===== src/yuyvds_pkg.sv =====
// Shared types and constants for the YUYV nearest-neighbor downscaler.
// No dependencies; every other file imports this package.
`timescale 1ns / 1ps

package yuyvds_pkg;

   localparam int MAX_SOURCE_DIM = 4096;
   localparam int MAX_TARGET_DIM = 256;

   localparam int SRC_DIM_W = 13;
   localparam int TGT_DIM_W = 9;
   localparam int SUM_W     = 22;

   localparam logic [SRC_DIM_W-1:0] RESET_SOURCE_WIDTH  = 13'd1280;
   localparam logic [SRC_DIM_W-1:0] RESET_SOURCE_HEIGHT = 13'd720;
   localparam logic [TGT_DIM_W-1:0] RESET_TARGET_WIDTH  = 9'd256;
   localparam logic [TGT_DIM_W-1:0] RESET_TARGET_HEIGHT = 9'd144;

   // register indexes (byte address / 4)
   localparam logic [1:0] REG_SOURCE_WIDTH  = 2'd0;
   localparam logic [1:0] REG_SOURCE_HEIGHT = 2'd1;
   localparam logic [1:0] REG_TARGET_WIDTH  = 2'd2;
   localparam logic [1:0] REG_TARGET_HEIGHT = 2'd3;

   localparam int QUEUE_DEPTH = 4;
   localparam int QUEUE_AW    = 2;
   localparam int QUEUE_CW    = 3;

   // effective (clamped, evened) frame dimensions
   typedef struct packed {
      logic [SRC_DIM_W-1:0] sw;
      logic [SRC_DIM_W-1:0] sh;
      logic [TGT_DIM_W-1:0] tw;
      logic [TGT_DIM_W-1:0] th;
   } dims_type;

   typedef struct packed {
      logic       frame_done;
      logic [7:0] chroma_red;
      logic [7:0] luma_b;
      logic [7:0] chroma_blue;
      logic [7:0] luma_a;
   } result_type;

endpackage


===== src/yuyvds_csr.sv =====
// Configuration registers of the downscaler with APB-style access.
// Produces the clamped effective dimensions. Depends on yuyvds_pkg.
`timescale 1ns / 1ps

module yuyvds_csr
   import yuyvds_pkg::*;
(
   input  logic        clock,
   input  logic        reset,
   input  logic        csr_psel,
   input  logic        csr_penable,
   input  logic        csr_pwrite,
   input  logic [3:0]  csr_paddr,
   input  logic [31:0] csr_pwdata,
   output logic [31:0] csr_prdata,
   output logic        csr_pready,
   output dims_type    dims
);

   logic [SRC_DIM_W-1:0] source_width_ff, source_width_in;
   logic [SRC_DIM_W-1:0] source_height_ff, source_height_in;
   logic [TGT_DIM_W-1:0] target_width_ff, target_width_in;
   logic [TGT_DIM_W-1:0] target_height_ff, target_height_in;
   logic                 write_en;

   function automatic logic [SRC_DIM_W-1:0] clamp_src(input logic [SRC_DIM_W-1:0] v,
                                                      input logic [SRC_DIM_W-1:0] lo,
                                                      input logic make_even);
      logic [SRC_DIM_W-1:0] r;
      if (v < lo) begin
         r = lo;
      end else if (v > SRC_DIM_W'(MAX_SOURCE_DIM)) begin
         r = SRC_DIM_W'(MAX_SOURCE_DIM);
      end else begin
         r = v;
      end
      if (make_even) begin
         r[0] = 1'b0;
      end
      return r;
   endfunction

   function automatic logic [TGT_DIM_W-1:0] clamp_tgt(input logic [TGT_DIM_W-1:0] v,
                                                      input logic [TGT_DIM_W-1:0] lo,
                                                      input logic make_even);
      logic [TGT_DIM_W-1:0] r;
      if (v < lo) begin
         r = lo;
      end else if (v > TGT_DIM_W'(MAX_TARGET_DIM)) begin
         r = TGT_DIM_W'(MAX_TARGET_DIM);
      end else begin
         r = v;
      end
      if (make_even) begin
         r[0] = 1'b0;
      end
      return r;
   endfunction

   assign csr_pready = 1'b1;
   assign write_en   = csr_psel & csr_penable & csr_pwrite & csr_pready;

   always_comb begin
      source_width_in  = source_width_ff;
      source_height_in = source_height_ff;
      target_width_in  = target_width_ff;
      target_height_in = target_height_ff;
      if (write_en) begin
         unique case (csr_paddr[3:2])
            REG_SOURCE_WIDTH:  source_width_in  = csr_pwdata[SRC_DIM_W-1:0];
            REG_SOURCE_HEIGHT: source_height_in = csr_pwdata[SRC_DIM_W-1:0];
            REG_TARGET_WIDTH:  target_width_in  = csr_pwdata[TGT_DIM_W-1:0];
            REG_TARGET_HEIGHT: target_height_in = csr_pwdata[TGT_DIM_W-1:0];
            default: ;
         endcase
      end
   end

   always_comb begin
      unique case (csr_paddr[3:2])
         REG_SOURCE_WIDTH:  csr_prdata = 32'(source_width_ff);
         REG_SOURCE_HEIGHT: csr_prdata = 32'(source_height_ff);
         REG_TARGET_WIDTH:  csr_prdata = 32'(target_width_ff);
         REG_TARGET_HEIGHT: csr_prdata = 32'(target_height_ff);
         default:           csr_prdata = 32'd0;
      endcase
   end

   always_ff @(posedge clock) begin
      if (reset) begin
         source_width_ff  <= RESET_SOURCE_WIDTH;
         source_height_ff <= RESET_SOURCE_HEIGHT;
         target_width_ff  <= RESET_TARGET_WIDTH;
         target_height_ff <= RESET_TARGET_HEIGHT;
      end else begin
         source_width_ff  <= source_width_in;
         source_height_ff <= source_height_in;
         target_width_ff  <= target_width_in;
         target_height_ff <= target_height_in;
      end
   end

   assign dims.sw = clamp_src(source_width_ff, SRC_DIM_W'(2), 1'b1);
   assign dims.sh = clamp_src(source_height_ff, SRC_DIM_W'(1), 1'b0);
   assign dims.tw = clamp_tgt(target_width_ff, TGT_DIM_W'(2), 1'b1);
   assign dims.th = clamp_tgt(target_height_ff, TGT_DIM_W'(1), 1'b0);

endmodule


===== src/yuyvds_front.sv =====
// Front end: tracks source/output position, picks the kept pixels of each
// request and emits completed output pairs to the queue. Depends on yuyvds_pkg.
`timescale 1ns / 1ps

module yuyvds_front
   import yuyvds_pkg::*;
(
   input  logic        clock,
   input  logic        reset,
   input  dims_type    dims,
   input  logic        accept,
   input  logic [31:0] in_data,
   input  logic        in_frame_begin,
   output logic        push,
   output result_type  push_data
);

   logic [SRC_DIM_W-1:0] src_column_ff, src_column_in;
   logic [SRC_DIM_W-1:0] src_line_ff, src_line_in;
   logic [TGT_DIM_W-1:0] dst_column_ff, dst_column_in;
   logic [TGT_DIM_W-1:0] dst_line_ff, dst_line_in;
   logic [SUM_W-1:0]     col_tgt_sum_ff, col_tgt_sum_in;
   logic [SUM_W-1:0]     col_src_sum_ff, col_src_sum_in;
   logic [SUM_W-1:0]     line_tgt_sum_ff, line_tgt_sum_in;
   logic [SUM_W-1:0]     line_src_sum_ff, line_src_sum_in;
   logic                 line_kept_ff, line_kept_in;
   logic [23:0]          held_ff, held_in;
   logic                 held_valid_ff, held_valid_in;

   // base state after an optional frame restart
   logic [SRC_DIM_W-1:0] b_sc, b_sl;
   logic [TGT_DIM_W-1:0] b_dc, b_dl;
   logic [SUM_W-1:0]     b_cts, b_css, b_lts, b_lss;
   logic                 b_keep, b_hv;
   logic [23:0]          b_hs;

   logic [SUM_W-1:0]     sw_s, sh_s, tw_s, th_s;
   logic [7:0]           ya, u, yb, v;
   logic                 take0, take1, res0, res1;
   logic [TGT_DIM_W-1:0] dc1, dc2;
   logic [SUM_W-1:0]     cts1, cts2, css1, css2;
   logic                 hv1, hv2;
   logic [23:0]          hs1, hs2;
   result_type           e0, e1;
   logic [SRC_DIM_W-1:0] sc2, sl_n;
   logic [TGT_DIM_W-1:0] dl_n;
   logic [SUM_W-1:0]     lts_n, lss_n;
   logic                 line_end;

   assign ya = in_data[7:0];
   assign u  = in_data[15:8];
   assign yb = in_data[23:16];
   assign v  = in_data[31:24];

   assign sw_s = SUM_W'(dims.sw);
   assign sh_s = SUM_W'(dims.sh);
   assign tw_s = SUM_W'(dims.tw);
   assign th_s = SUM_W'(dims.th);

   always_comb begin
      if (in_frame_begin) begin
         b_sc = '0; b_sl = '0; b_dc = '0; b_dl = '0;
         b_cts = '0; b_css = '0; b_lts = '0; b_lss = '0;
         b_keep = 1'b1; b_hv = 1'b0; b_hs = '0;
      end else begin
         b_sc = src_column_ff; b_sl = src_line_ff;
         b_dc = dst_column_ff; b_dl = dst_line_ff;
         b_cts = col_tgt_sum_ff; b_css = col_src_sum_ff;
         b_lts = line_tgt_sum_ff; b_lss = line_src_sum_ff;
         b_keep = line_kept_ff; b_hv = held_valid_ff; b_hs = held_ff;
      end
   end

   // even source pixel
   always_comb begin
      take0 = b_keep && (b_dc < dims.tw) && (b_cts < b_css + tw_s);
      res0  = 1'b0;
      hv1   = b_hv;
      hs1   = b_hs;
      e0.luma_a      = b_hs[23:16];
      e0.chroma_blue = b_hs[15:8];
      e0.luma_b      = ya;
      e0.chroma_red  = b_hs[7:0];
      e0.frame_done  = ((b_dl + 9'd1) == dims.th) && ((b_dc + 9'd1) == dims.tw);
      if (take0) begin
         if (!b_dc[0]) begin
            hs1 = {ya, u, v};
            hv1 = 1'b1;
         end else if (b_hv) begin
            res0 = 1'b1;
            hv1  = 1'b0;
         end
      end
      dc1  = b_dc + TGT_DIM_W'(take0);
      cts1 = take0 ? b_cts + sw_s : b_cts;
      css1 = b_css + tw_s;
   end

   // odd source pixel
   always_comb begin
      take1 = b_keep && (dc1 < dims.tw) && (cts1 < css1 + tw_s);
      res1  = 1'b0;
      hv2   = hv1;
      hs2   = hs1;
      e1.luma_a      = hs1[23:16];
      e1.chroma_blue = hs1[15:8];
      e1.luma_b      = yb;
      e1.chroma_red  = hs1[7:0];
      e1.frame_done  = ((b_dl + 9'd1) == dims.th) && ((dc1 + 9'd1) == dims.tw);
      if (take1) begin
         if (!dc1[0]) begin
            hs2 = {yb, u, v};
            hv2 = 1'b1;
         end else if (hv1) begin
            res1 = 1'b1;
            hv2  = 1'b0;
         end
      end
      dc2  = dc1 + TGT_DIM_W'(take1);
      cts2 = take1 ? cts1 + sw_s : cts1;
      css2 = css1 + tw_s;
   end

   assign sc2      = b_sc + SRC_DIM_W'(2);
   assign line_end = sc2 >= dims.sw;
   assign dl_n     = b_keep ? b_dl + 9'd1 : b_dl;
   assign lts_n    = b_keep ? b_lts + sh_s : b_lts;
   assign sl_n     = b_sl + SRC_DIM_W'(1);
   assign lss_n    = b_lss + th_s;

   always_comb begin
      src_column_in   = src_column_ff;
      src_line_in     = src_line_ff;
      dst_column_in   = dst_column_ff;
      dst_line_in     = dst_line_ff;
      col_tgt_sum_in  = col_tgt_sum_ff;
      col_src_sum_in  = col_src_sum_ff;
      line_tgt_sum_in = line_tgt_sum_ff;
      line_src_sum_in = line_src_sum_ff;
      line_kept_in    = line_kept_ff;
      held_in         = held_ff;
      held_valid_in   = held_valid_ff;
      if (accept) begin
         if (line_end) begin
            src_column_in  = '0;
            dst_column_in  = '0;
            col_tgt_sum_in = '0;
            col_src_sum_in = '0;
            held_in        = '0;
            held_valid_in  = 1'b0;
            if (sl_n >= dims.sh) begin
               // wrap into a new frame
               src_line_in     = '0;
               dst_line_in     = '0;
               line_tgt_sum_in = '0;
               line_src_sum_in = '0;
               line_kept_in    = 1'b1;
            end else begin
               src_line_in     = sl_n;
               dst_line_in     = dl_n;
               line_tgt_sum_in = lts_n;
               line_src_sum_in = lss_n;
               line_kept_in    = (dl_n < dims.th) && (lts_n < lss_n + th_s);
            end
         end else begin
            src_column_in   = sc2;
            dst_column_in   = dc2;
            col_tgt_sum_in  = cts2;
            col_src_sum_in  = css2;
            held_in         = hs2;
            held_valid_in   = hv2;
            src_line_in     = b_sl;
            dst_line_in     = b_dl;
            line_tgt_sum_in = b_lts;
            line_src_sum_in = b_lss;
            line_kept_in    = b_keep;
         end
      end
   end

   assign push      = accept && (res0 || res1);
   assign push_data = res0 ? e0 : e1;

   always_ff @(posedge clock) begin
      if (reset) begin
         src_column_ff   <= '0;
         src_line_ff     <= '0;
         dst_column_ff   <= '0;
         dst_line_ff     <= '0;
         col_tgt_sum_ff  <= '0;
         col_src_sum_ff  <= '0;
         line_tgt_sum_ff <= '0;
         line_src_sum_ff <= '0;
         line_kept_ff    <= 1'b1;
         held_ff         <= '0;
         held_valid_ff   <= 1'b0;
      end else begin
         src_column_ff   <= src_column_in;
         src_line_ff     <= src_line_in;
         dst_column_ff   <= dst_column_in;
         dst_line_ff     <= dst_line_in;
         col_tgt_sum_ff  <= col_tgt_sum_in;
         col_src_sum_ff  <= col_src_sum_in;
         line_tgt_sum_ff <= line_tgt_sum_in;
         line_src_sum_ff <= line_src_sum_in;
         line_kept_ff    <= line_kept_in;
         held_ff         <= held_in;
         held_valid_ff   <= held_valid_in;
      end
   end

endmodule


===== src/yuyvds_queue.sv =====
// Short FIFO between the front end and the output stage.
// Depends on yuyvds_pkg.
`timescale 1ns / 1ps

module yuyvds_queue
   import yuyvds_pkg::*;
(
   input  logic       clock,
   input  logic       reset,
   input  logic       push,
   input  result_type push_data,
   input  logic       pop,
   output logic       not_full,
   output logic       not_empty,
   output result_type head
);

   result_type            entries_ff [QUEUE_DEPTH];
   logic [QUEUE_AW-1:0]   wr_ptr_ff, wr_ptr_in;
   logic [QUEUE_AW-1:0]   rd_ptr_ff, rd_ptr_in;
   logic [QUEUE_CW-1:0]   count_ff, count_in;

   assign not_full  = count_ff != QUEUE_CW'(QUEUE_DEPTH);
   assign not_empty = count_ff != '0;
   assign head      = entries_ff[rd_ptr_ff];

   always_comb begin
      wr_ptr_in = push ? wr_ptr_ff + QUEUE_AW'(1) : wr_ptr_ff;
      rd_ptr_in = pop ? rd_ptr_ff + QUEUE_AW'(1) : rd_ptr_ff;
      count_in  = count_ff + QUEUE_CW'(push) - QUEUE_CW'(pop);
   end

   always_ff @(posedge clock) begin
      if (push) begin
         entries_ff[wr_ptr_ff] <= push_data;
      end
   end

   always_ff @(posedge clock) begin
      if (reset) begin
         wr_ptr_ff <= '0;
         rd_ptr_ff <= '0;
         count_ff  <= '0;
      end else begin
         wr_ptr_ff <= wr_ptr_in;
         rd_ptr_ff <= rd_ptr_in;
         count_ff  <= count_in;
      end
   end

   a_count_bound: assert property (@(posedge clock) disable iff (reset)
      count_ff <= QUEUE_CW'(QUEUE_DEPTH))
      else $error("queue count above depth");

   a_no_overflow: assert property (@(posedge clock) disable iff (reset)
      push |-> not_full)
      else $error("push into full queue");

   a_no_underflow: assert property (@(posedge clock) disable iff (reset)
      pop |-> not_empty)
      else $error("pop from empty queue");

   a_ptr_track: assert property (@(posedge clock) disable iff (reset)
      (count_ff == '0) |-> (wr_ptr_ff == rd_ptr_ff))
      else $error("empty queue with mismatched pointers");

endmodule


===== src/yuyvds_back.sv =====
// Output stage: registers the queue head onto the result channel.
// Depends on yuyvds_pkg.
`timescale 1ns / 1ps

module yuyvds_back
   import yuyvds_pkg::*;
(
   input  logic        clock,
   input  logic        reset,
   input  logic        q_not_empty,
   input  result_type  q_head,
   output logic        q_pop,
   output logic        rsp_tvalid,
   input  logic        rsp_tready,
   output logic [31:0] rsp_tdata,
   output logic        rsp_tlast
);

   logic       valid_ff, valid_in;
   result_type data_ff, data_in;

   // refill whenever the register is empty or being drained this cycle
   assign q_pop = q_not_empty && (!valid_ff || rsp_tready);

   always_comb begin
      data_in = q_pop ? q_head : data_ff;
      if (q_pop) begin
         valid_in = 1'b1;
      end else if (rsp_tready) begin
         valid_in = 1'b0;
      end else begin
         valid_in = valid_ff;
      end
   end

   always_ff @(posedge clock) begin
      if (reset) begin
         valid_ff <= 1'b0;
      end else begin
         valid_ff <= valid_in;
      end
      data_ff <= data_in;
   end

   assign rsp_tvalid = valid_ff;
   assign rsp_tdata  = {data_ff.chroma_red, data_ff.luma_b,
                        data_ff.chroma_blue, data_ff.luma_a};
   assign rsp_tlast  = data_ff.frame_done;

endmodule


===== src/yuyv_nearest_downscaler.sv =====
// Top level of the YUYV nearest-neighbor downscaler.
// Instantiates yuyvds_csr, yuyvds_front, yuyvds_queue and yuyvds_back; uses yuyvds_pkg.
`timescale 1ns / 1ps
//
// Usage:
//  - req_* carries one source YUYV pair per request, in raster order;
//    req_tuser marks the first pair of a source frame.
//  - rsp_* carries one output YUYV pair per response; rsp_tlast marks the
//    last output pair of the frame.
//  - csr_* sets source and target dimensions; write only while idle.
//    Out-of-range sizes are clamped, widths forced even.
//  - Throughput: one request per clock while the queue is not full. Each request yields zero
//    or one response, computed in the front end in the accept cycle.
//  - Path: a response is written into the queue when the request that
//    completes it is accepted, then moves into the output register.
//  - Reset loads 1280x720 -> 256x144, clears the frame position and empties
//    the queue.
//  - Receiver stall: the 4-entry queue plus the output register absorb
//    responses; req_tready drops only when the queue is full.

module yuyv_nearest_downscaler
   import yuyvds_pkg::*;
(
   input  logic        clock,
   input  logic        reset,
   input  logic        req_tvalid,
   output logic        req_tready,
   input  logic [31:0] req_tdata,   // luma_a, chroma_blue, luma_b, chroma_red
   input  logic        req_tuser,   // frame_begin
   output logic        rsp_tvalid,
   input  logic        rsp_tready,
   output logic [31:0] rsp_tdata,   // out_luma_a, out_chroma_blue, out_luma_b, out_chroma_red
   output logic        rsp_tlast,   // frame_done
   input  logic        csr_psel,
   input  logic        csr_penable,
   input  logic        csr_pwrite,
   input  logic [3:0]  csr_paddr,
   input  logic [31:0] csr_pwdata,
   output logic [31:0] csr_prdata,
   output logic        csr_pready
);

   dims_type   dims;
   logic       accept;
   logic       push;
   result_type push_data;
   logic       q_not_full;
   logic       q_not_empty;
   logic       q_pop;
   result_type q_head;

   assign req_tready = q_not_full;
   assign accept     = req_tvalid && req_tready;

   yuyvds_csr u_csr (
      .clock       (clock),
      .reset       (reset),
      .csr_psel    (csr_psel),
      .csr_penable (csr_penable),
      .csr_pwrite  (csr_pwrite),
      .csr_paddr   (csr_paddr),
      .csr_pwdata  (csr_pwdata),
      .csr_prdata  (csr_prdata),
      .csr_pready  (csr_pready),
      .dims        (dims)
   );

   yuyvds_front u_front (
      .clock          (clock),
      .reset          (reset),
      .dims           (dims),
      .accept         (accept),
      .in_data        (req_tdata),
      .in_frame_begin (req_tuser),
      .push           (push),
      .push_data      (push_data)
   );

   yuyvds_queue u_queue (
      .clock     (clock),
      .reset     (reset),
      .push      (push),
      .push_data (push_data),
      .pop       (q_pop),
      .not_full  (q_not_full),
      .not_empty (q_not_empty),
      .head      (q_head)
   );

   yuyvds_back u_back (
      .clock       (clock),
      .reset       (reset),
      .q_not_empty (q_not_empty),
      .q_head      (q_head),
      .q_pop       (q_pop),
      .rsp_tvalid  (rsp_tvalid),
      .rsp_tready  (rsp_tready),
      .rsp_tdata   (rsp_tdata),
      .rsp_tlast   (rsp_tlast)
   );

endmodule


===== config.mk =====
export PLATFORM = sky130hd
export DESIGN_NAME = yuyv_nearest_downscaler
export DESIGN_NICKNAME = d
export VERILOG_FILES = /design/src/yuyvds_pkg.sv /design/src/yuyvds_csr.sv /design/src/yuyvds_front.sv /design/src/yuyvds_queue.sv /design/src/yuyvds_back.sv /design/src/yuyv_nearest_downscaler.sv
export SDC_FILE = /design/constraint.sdc
export NUM_CORES = 1
export LEC_CHECK = 0
export BUFFER_PORTS_ARGS = -buffer_cell sky130_fd_sc_hd__clkbuf_2
export CAP_MARGIN = 40
export CORE_UTILIZATION = 50
export CTS_CLUSTER_SIZE = 28
export DETAILED_ROUTE_END_ITERATION = 10
export PLACE_DENSITY = 0.75
export SYNTH_ARGS = -nofsm -noshare
export SYNTH_HDL_FRONTEND = slang
export SYNTH_SLANG_ARGS = --single-unit

===== constraint.sdc =====
create_clock -name clock -period 14.4 [get_ports clock]
set_input_delay 1.44 -clock clock [delete_from_list [all_inputs] [get_ports clock]]
set_output_delay 1.44 -clock clock [all_outputs]
set_load 0.01 [all_outputs]

# ---- Yosys cells after proc, flatten, opt, wreduce, memory -nomap -nowiden
# Memory sizes are Yosys's and may differ from the RTL's. A register that Yosys moved wholly into a read port is not among the register bits.
# Index checks and enable logic that the tools add are counted.
dict set report word_totals {
  ramBits 132
  mem_count 1
  reg_bits 210
  out_inout_bits 68
  in_bits 76
}
# name words width rd rd_ports_with_merged_regs write_ports line
set mem_list {}
lappend mem_list {u_queue.entries_ff 4 33 1 1 1 yuyvds_queue.sv:18} ;# result_type entries_ff [QUEUE_DEPTH];
dict set report op_classes {
  n_mux 59
  eq_ne 7
  n_lt_le_gt_ge 16
  addsub 18
  n_reduce_logical 20
  bitwise_logic 2
}
# cell count
set ops {}
lappend ops {{two-way mux 22 bit} 13}
lappend ops {{two-way mux 24 bit} 6}
lappend ops {{one-hot mux 32 bit (4 select lines)} 1}
lappend ops {{two-way mux 13 bit} 9}
lappend ops {{two-way mux 9 bit} 10}
lappend ops {{adder 22 x 9 -> 22 bit} 4}
lappend ops {{adder 22 x 13 -> 22 bit} 3}
lappend ops {{less-than comparator 22 bit} 3}
lappend ops {{two-way mux 33 bit} 1}
lappend ops {{adder 9 x 1 -> 9 bit (second input constant)} 3}
lappend ops {{== test 9 bit} 3}
lappend ops {{less-than comparator 9 bit} 3}
lappend ops {{>= comparator 13 bit} 2}
lappend ops {{greater-than comparator 13 bit (second input constant)} 2}
lappend ops {{two-way mux 1 bit} 19}
lappend ops {{adder 9 x 1 -> 9 bit} 2}
lappend ops {{greater-than comparator 9 bit (second input constant)} 2}
lappend ops {{adder 13 x 1 -> 13 bit (second input constant)} 1}
lappend ops {{adder 13 x 2 -> 13 bit (second input constant)} 1}
lappend ops {{less-than comparator 13 x 1 -> 1 bit (second input constant)} 1}
lappend ops {{less-than comparator 13 x 2 -> 1 bit (second input constant)} 1}
lappend ops {{logical AND 1 bit} 10}
lappend ops {{less-than comparator 9 x 1 -> 1 bit (second input constant)} 1}
lappend ops {{less-than comparator 9 x 2 -> 1 bit (second input constant)} 1}
lappend ops {{13 further kinds} 20}

# ---- Depth between registers and ports, before layout
dict set report depth {
  word_depth 15
  mapped_depth 53
  depth_no_buf 45
}

# ---- Modules after synthesis
# A second synthesis with hierarchy kept.
dict set report hier_totals {
  hier_cells 2627
  area_unflattened_um2 25157.9
}
# mod area_per_inst_um2 cells_per_inst n_inst seq_area_each_um2
set modules_own_cells {}
lappend modules_own_cells {yuyvds_front 16234.3 2099 1 3163.0}
lappend modules_own_cells {yuyvds_queue 5246.3 216 1 4144.0}
lappend modules_own_cells {yuyvds_csr 2625.0 273 1 880.8}
lappend modules_own_cells {yuyvds_back 1046.0 38 1 1011.0}
lappend modules_own_cells {yuyv_nearest_downscaler 6.3 1 1 0.0}

# ---- Worst setup path after synthesis
# Ideal clock, no wire load.
dict set report synth_path {
  path_kind {input -> register}
  startpoint {in req_tuser}
  endpoint {mem u_queue.entries_ff[0][0] (netlist name) (enable)}
  cell_stages 43
  required_ns 14.007
  setup_time_ns 0.393
  setup_slack_ns 2.226
  arrival_ns 11.781
  path_buffers 11
  path_cell_list {buf_4 clkbuf_1 buf_2 clkbuf_1 buf_1 buf_1 clkbuf_1 clkbuf_1 clkbuf_1 nor2b_1 ha_1 o21ai_1 a222oi_1 a22oi_2 nor2_1 nand4_1 xor2_1 or2_2 [7 not listed] ha_1 ha_1 nand3_1 inv_1 and3_1 and3_1 xor2_1 ha_1 a2111oi_0 nand2_1 nor3_1 a21oi_1 or2_1 clkbuf_1 inv_2 o211ai_1 a21oi_2 and2_1}
}
dict set report synth_via {
  elab_chain_len 13
}
# element line
set synth_rtl {}
lappend synth_rtl {{start: declaration} yuyv_nearest_downscaler.sv:29} ;# input logic req_tuser,
lappend synth_rtl {{two-way mux 22 bit / two-way mux 9 bit (equally long branches)} yuyvds_front.sv:61} ;# if (in_frame_begin) begin
lappend synth_rtl {{adder 22 x 9 -> 22 bit / less-than comparator 9 bit (equally long branches)} {yuyvds_front.sv:76, yuyvds_front.sv:96}}
lappend synth_rtl {{less-than comparator 22 bit / logical AND 1 bit (equally long branches)} yuyvds_front.sv:76} ;# take0 = b_keep && (b_dc < dims.tw) && (b_cts < b_css + tw_s);
lappend synth_rtl {{logical AND 1 bit} yuyvds_front.sv:76}
lappend synth_rtl {{adder 9 x 1 -> 9 bit} yuyvds_front.sv:94} ;# dc1 = b_dc + TGT_DIM_W'(take0);
lappend synth_rtl {{less-than comparator 9 bit} yuyvds_front.sv:101} ;# take1 = b_keep && (dc1 < dims.tw) && (cts1 < css1 + tw_s);
lappend synth_rtl {{logical AND 1 bit (2 in a row)} yuyvds_front.sv:101}
lappend synth_rtl {{two-way mux 1 bit} yuyvds_front.sv:110} ;# if (take1) begin
lappend synth_rtl {{logical OR 1 bit (*)} yuyvds_front.sv:181} ;# assign push = accept && (res0 || res1);
lappend synth_rtl {{logical AND 1 bit (*)} yuyvds_front.sv:181}
lappend synth_rtl {{net push} yuyv_nearest_downscaler.sv:45} ;# logic push;
lappend synth_rtl {{two-way mux 1 bit (*)} yuyvds_queue.sv:34} ;# if (push) begin
lappend synth_rtl {{two-way mux 1 bit (not written as such) (*)} yuyvds_queue.sv:35} ;# entries_ff[wr_ptr_ff] <= push_data;
lappend synth_rtl {{end: declaration} yuyvds_queue.sv:18}
# Mark *: on every way through the listed nets, which the timed path passes. The rest lies on a longest branch.

# ---- Worst setup path in the final report
dict set report layout_path {
  startpoint {reg u_csr.target_width_ff[8]}
  endpoint {reg u_front.dst_column_ff[8]}
}
dict set report layout_via {
  elab_chain_len 12
}
# element line
set layout_rtl {}
lappend layout_rtl {{start: declaration} yuyvds_csr.sv:22} ;# logic [TGT_DIM_W-1:0] target_width_ff, target_width_in;
lappend layout_rtl {{start signal: assignment} yuyvds_csr.sv:98} ;# target_width_ff <= target_width_in;
lappend layout_rtl {{greater-than comparator 9 bit} yuyvds_csr.sv:49} ;# end else if (v > TGT_DIM_W'(MAX_TARGET_DIM)) begin
lappend layout_rtl {{two-way mux 9 bit} yuyvds_csr.sv:49}
lappend layout_rtl {{two-way mux 9 bit (*)} yuyvds_csr.sv:47} ;# if (v < lo) begin
lappend layout_rtl {{adder 22 x 9 -> 22 bit / less-than comparator 9 bit (equally long branches)} {yuyvds_front.sv:76, yuyvds_front.sv:96}}
lappend layout_rtl {{less-than comparator 22 bit / logical AND 1 bit (equally long branches)} yuyvds_front.sv:76}
lappend layout_rtl {{logical AND 1 bit} yuyvds_front.sv:76}
lappend layout_rtl {{adder 9 x 1 -> 9 bit} yuyvds_front.sv:94}
lappend layout_rtl {{less-than comparator 9 bit} yuyvds_front.sv:101}
lappend layout_rtl {{logical AND 1 bit (2 in a row)} yuyvds_front.sv:101}
lappend layout_rtl {{adder 9 x 1 -> 9 bit (*)} yuyvds_front.sv:119} ;# dc2 = dc1 + TGT_DIM_W'(take1);
lappend layout_rtl {{two-way mux 9 bit (*)} yuyvds_front.sv:144} ;# if (line_end) begin
lappend layout_rtl {{end signal: assignment} yuyvds_front.sv:200} ;# dst_column_ff <= dst_column_in;
lappend layout_rtl {{end: declaration} yuyvds_front.sv:20} ;# logic [TGT_DIM_W-1:0] dst_column_ff, dst_column_in;
# Every way passes the cells marked *; elsewhere a longest branch is shown, timed or not.
# A chain may end at the register's enable or synchronous reset.

==> flow_summary.json <==
{
  "route.detailed.drc": 0,
  "cts_max_path_buffers": 3,
  "fillers": 4251,
  "yosys_warnings": 0,
  "numPortBuffers": 102,
  "seq_area_um2": 9160,
  "synth_top_cell_by_area": "edfxtp_1",
  "synth_compound_area_share_pct": 15.63,
  "synth.area.mux_share_pct": 7.597,
  "dp_hpwl_mm": 45.00,
  "cts_tree": "built",
  "synth_edf_count": 165,
  "initial_utilization_pct": 50.64,
  "synth_most_common_cell": "nand2_1",
  "dr.pass1.iters": 6,
  "rsz0062_at_grt": "false",
  "synthSimpleGateAreaFrac_pct": 18.06,
  "gp_routability_congestion": 0.9062,
  "grt_max_degree": 82,
  "num_antenna_cells": 0,
  "synth_cell_type_count": 108,
  "hold_path.class": "reg -> reg",
  "viasPerCell": 6.031,
  "relSlewSlack_pct": 37.75,
  "ctsHoldBuffers": 0,
  "clk_latency_ns": 0.57,
  "synth_common_cells": "254 x nand2_1, 251 x nor2_1, 210 x dfxtp_1",
  "slowest_stage": "dfxtp_1",
  "grt_pass1_wl_mm": 103.5,
  "dp.cells": 3310,
  "post_cts_buffers": 0,
  "p_seq_share_pct": 40.0,
  "synthFlopType": "dfxtp_1",
  "status": "finished, final reports clean",
  "path_clk_slew_ns": 0.07,
  "cp.required_ns": 14.85,
  "vias": 20430,
  "power_density_nw_per_um2": 127.4,
  "swShare_pct": 31.60,
  "grt_pass1_vias": 20000,
  "p_clk_share_pct": 32.1,
  "clockRootBuffer": "clkbuf_16",
  "core_um2": 48850,
  "p_int_uw": 2375,
  "antenna_found_initial": 0,
  "final.period_utilization_pct": 77.32,
  "peakVddDrop_mv": 0.1147,
  "clkSinkCount": 375,
  "fin_cells": 3387,
  "maxCapViolCount": 0,
  "combPwrFrac_pct": 27.9,
  "dieArea_um2": 50370,
  "dieWidth_um": 224.4,
  "ys_ff_latch": 375,
  "overflow": 0,
  "netlist_top_cells_area": "edfxtp_1 20%, dfxtp_1 17%, ha_1 9.3%",
  "synthCells": 2648,
  "power.leakage_uw": 0.01071,
  "syn_avg_cell_area_um2": 9.342,
  "crit_path_end_kind": "register",
  "synth_area_um2": 24740,
  "start_kind": "register",
  "synth_top_area_share_pct": 20.03,
  "numCtsBuffers": 42,
  "post-route-min-period_ns": 11.13,
  "fmax_mhz": 89.82,
  "final_antenna_net_count": 0,
  "nets": 2957,
  "multi_input_area_um2": 14510,
  "finalHoldViolCount": 0,
  "finalSetupViolCount": 0,
  "yosys.area_share.adder_pct": 10.03,
  "fp.dieH_um": 224.4,
  "layout-drive-gt1-share_pct": 13.26,
  "finalSetupTns_ns": 0,
  "path_class": "reg -> reg",
  "worst_pin_slew_ns": 0.9297,
  "wl_per_cell_um": 19.26,
  "power.switching_uw": 1097,
  "drt-initial-drc-count": 1568,
  "async_reset_ff_share_pct": 0,
  "cts_resized": 0,
  "htreeDepth": 2,
  "cpPeakStageDelay_ns": 0.83,
  "slew_viol_final": 0,
  "cp.arrival_ns": 11.59,
  "cp_max_fo": 17,
  "syn_to_final_growth_pct": 10.19,
  "routed_wl_mm": 65.23,
  "timing.critical_path.mode_cell": "ha_1",
  "fin_skew_ns": 0.02246,
  "synth_top_family_by_area": "simple AND/OR/NAND/NOR gates",
  "grt_usage_pct": 25.41,
  "ys_seq_area_share_pct": 37.02,
  "pin_count": 144,
  "synthXorXnorAreaFrac_pct": 6.828,
  "num_rows": 81
}
-- cell type report --
cell class	count	area share, %
repair buffers	137	3.002
flip-flops and latches	375	33.60
well taps	664	3.048
clock buffers	52	4.250
inverters	128	1.763
clock inverters	25	1.102
multi-input cells	2006	53.23
-- power by group through the flow --
stage	clock network (uW)	registers, uW	logic [uW]
floorplan	0	1420	651
global placement	0	1400	923
detailed placement	0	1410	958
CTS	1130	1390	967
global route	1170	1400	1040
finish	1120	1390	968
-- final timing paths --
path,depth (start not counted),slack [ns],to,start
worst max-delay path,44,3.27,u_front.dst_column_ff[8],u_csr.target_width_ff[8]
worst min-delay path,2,0.47,u_front.dst_column_ff[4],u_front.dst_column_ff[4]
worst max register to register,44,3.27,u_front.dst_column_ff[8],u_csr.target_width_ff[8]
worst min register to register,2,0.47,u_front.dst_column_ff[4],u_front.dst_column_ff[4]
-- kinds of logic (layout without fill, tap and decap cells) --
group | count (synthesis) | count (layout)
multiplexers | 128 | 128
other | 2 | 20
adder cells (fa/ha/maj) | 195 | 195
AND/OR/NAND/NOR | 907 | 907
flip-flops | 375 | 375
XOR/XNOR | 189 | 189
buffers and inverters | 285 | 342
AO/OA/AOI/OAI | 567 | 567
-- metal layers --
| metal | up-vias | share of wire, % | track usage (%) |
|---|---|---|---|
| li1 | 9640 | - | - |
| met5 | - | 0 | 0 |
| met2 | 814 | 47 | 42.63 |
| met1 | 9828 | 43 | 32.93 |
| met3 | 145 | 6.9 | 3.971 |
| met4 | 0 | 3.4 | 9.568 |
-- state kept, by name, indices dropped and copies added, names as in the netlist, 3 cells and up --
signal and flops:
u_front.line_src_sum_ff 22, u_csr.source_width_ff 13, u_front.src_column_ff 13, u_queue.entries_ff 132, u_front.line_tgt_sum_ff 22, u_front.col_tgt_sum_ff 22, u_back.rsp_tdata 32, u_front.src_line_ff 13
u_queue.count_ff 3, u_csr.target_height_ff 9, u_front.dst_column_ff 9, u_front.dst_line_ff 9, u_front.held_ff 24, u_csr.target_width_ff 9, u_front.col_src_sum_ff 22, u_csr.source_height_ff 13
-- worst max-delay path: cells and delay by family, from the launching register on --
family	cells	cell delay, ns
AOI/OAI and AO/OA	8	2.10
and+or+nand+nor	19	3.87
xor gates and xnor gates	4	0.84
DFF	1	0.83
buffers and inverters	6	1.68
adders and majority gates	7	1.68
-- metrics by stage --
step | cell area [um2] | util [%] | hold slack (ns) | power, uW | worst slack [ns]
after global placement | 25740 | 52.69 | 0.4352 | 2325 | 3.205
after global routing | 27260 | 55.80 | 0.4869 | 3614 | 2.642
after detailed placement | 25800 | 52.82 | 0.4471 | 2366 | 2.867
after CTS | 27260 | 55.80 | 0.4674 | 3488 | 3.460
after floorplan | 24810 | - | 0.4272 | 2066 | 2.226
final | 27260 | 55.80 | 0.4682 | 3472 | 3.266
-- cell usage in the layout (no fill, tap or decap), types with 10 or more instances in the layout --
cell,instances
a21oi_1,143
nor2b_1,92
o211ai_1,13
nand3_1,93
nand2_1,252
xor2_1,79
a31oi_1,10
conb_1,20
mux2_2,50
nor4_1,16
nand4_1,34
nor2_1,246
a21o_1,35
nand2b_1,15
a22oi_1,64
or3_1,12
a22o_1,49
and2_1,18
o21ai_1,14
dfxtp_1,209
mux2i_1,33
clkbuf_2,100
xnor2_1,107
mux4_2,42
o21a_1,21
and3_1,25
clkbuf_16,42
nor3_1,28
edfxtp_1,165
o21bai_1,20
inv_1,125
o21ai_0,84
or2_2,10
ha_1,184
buf_4,35
Power figures use the tool's default switching activity.
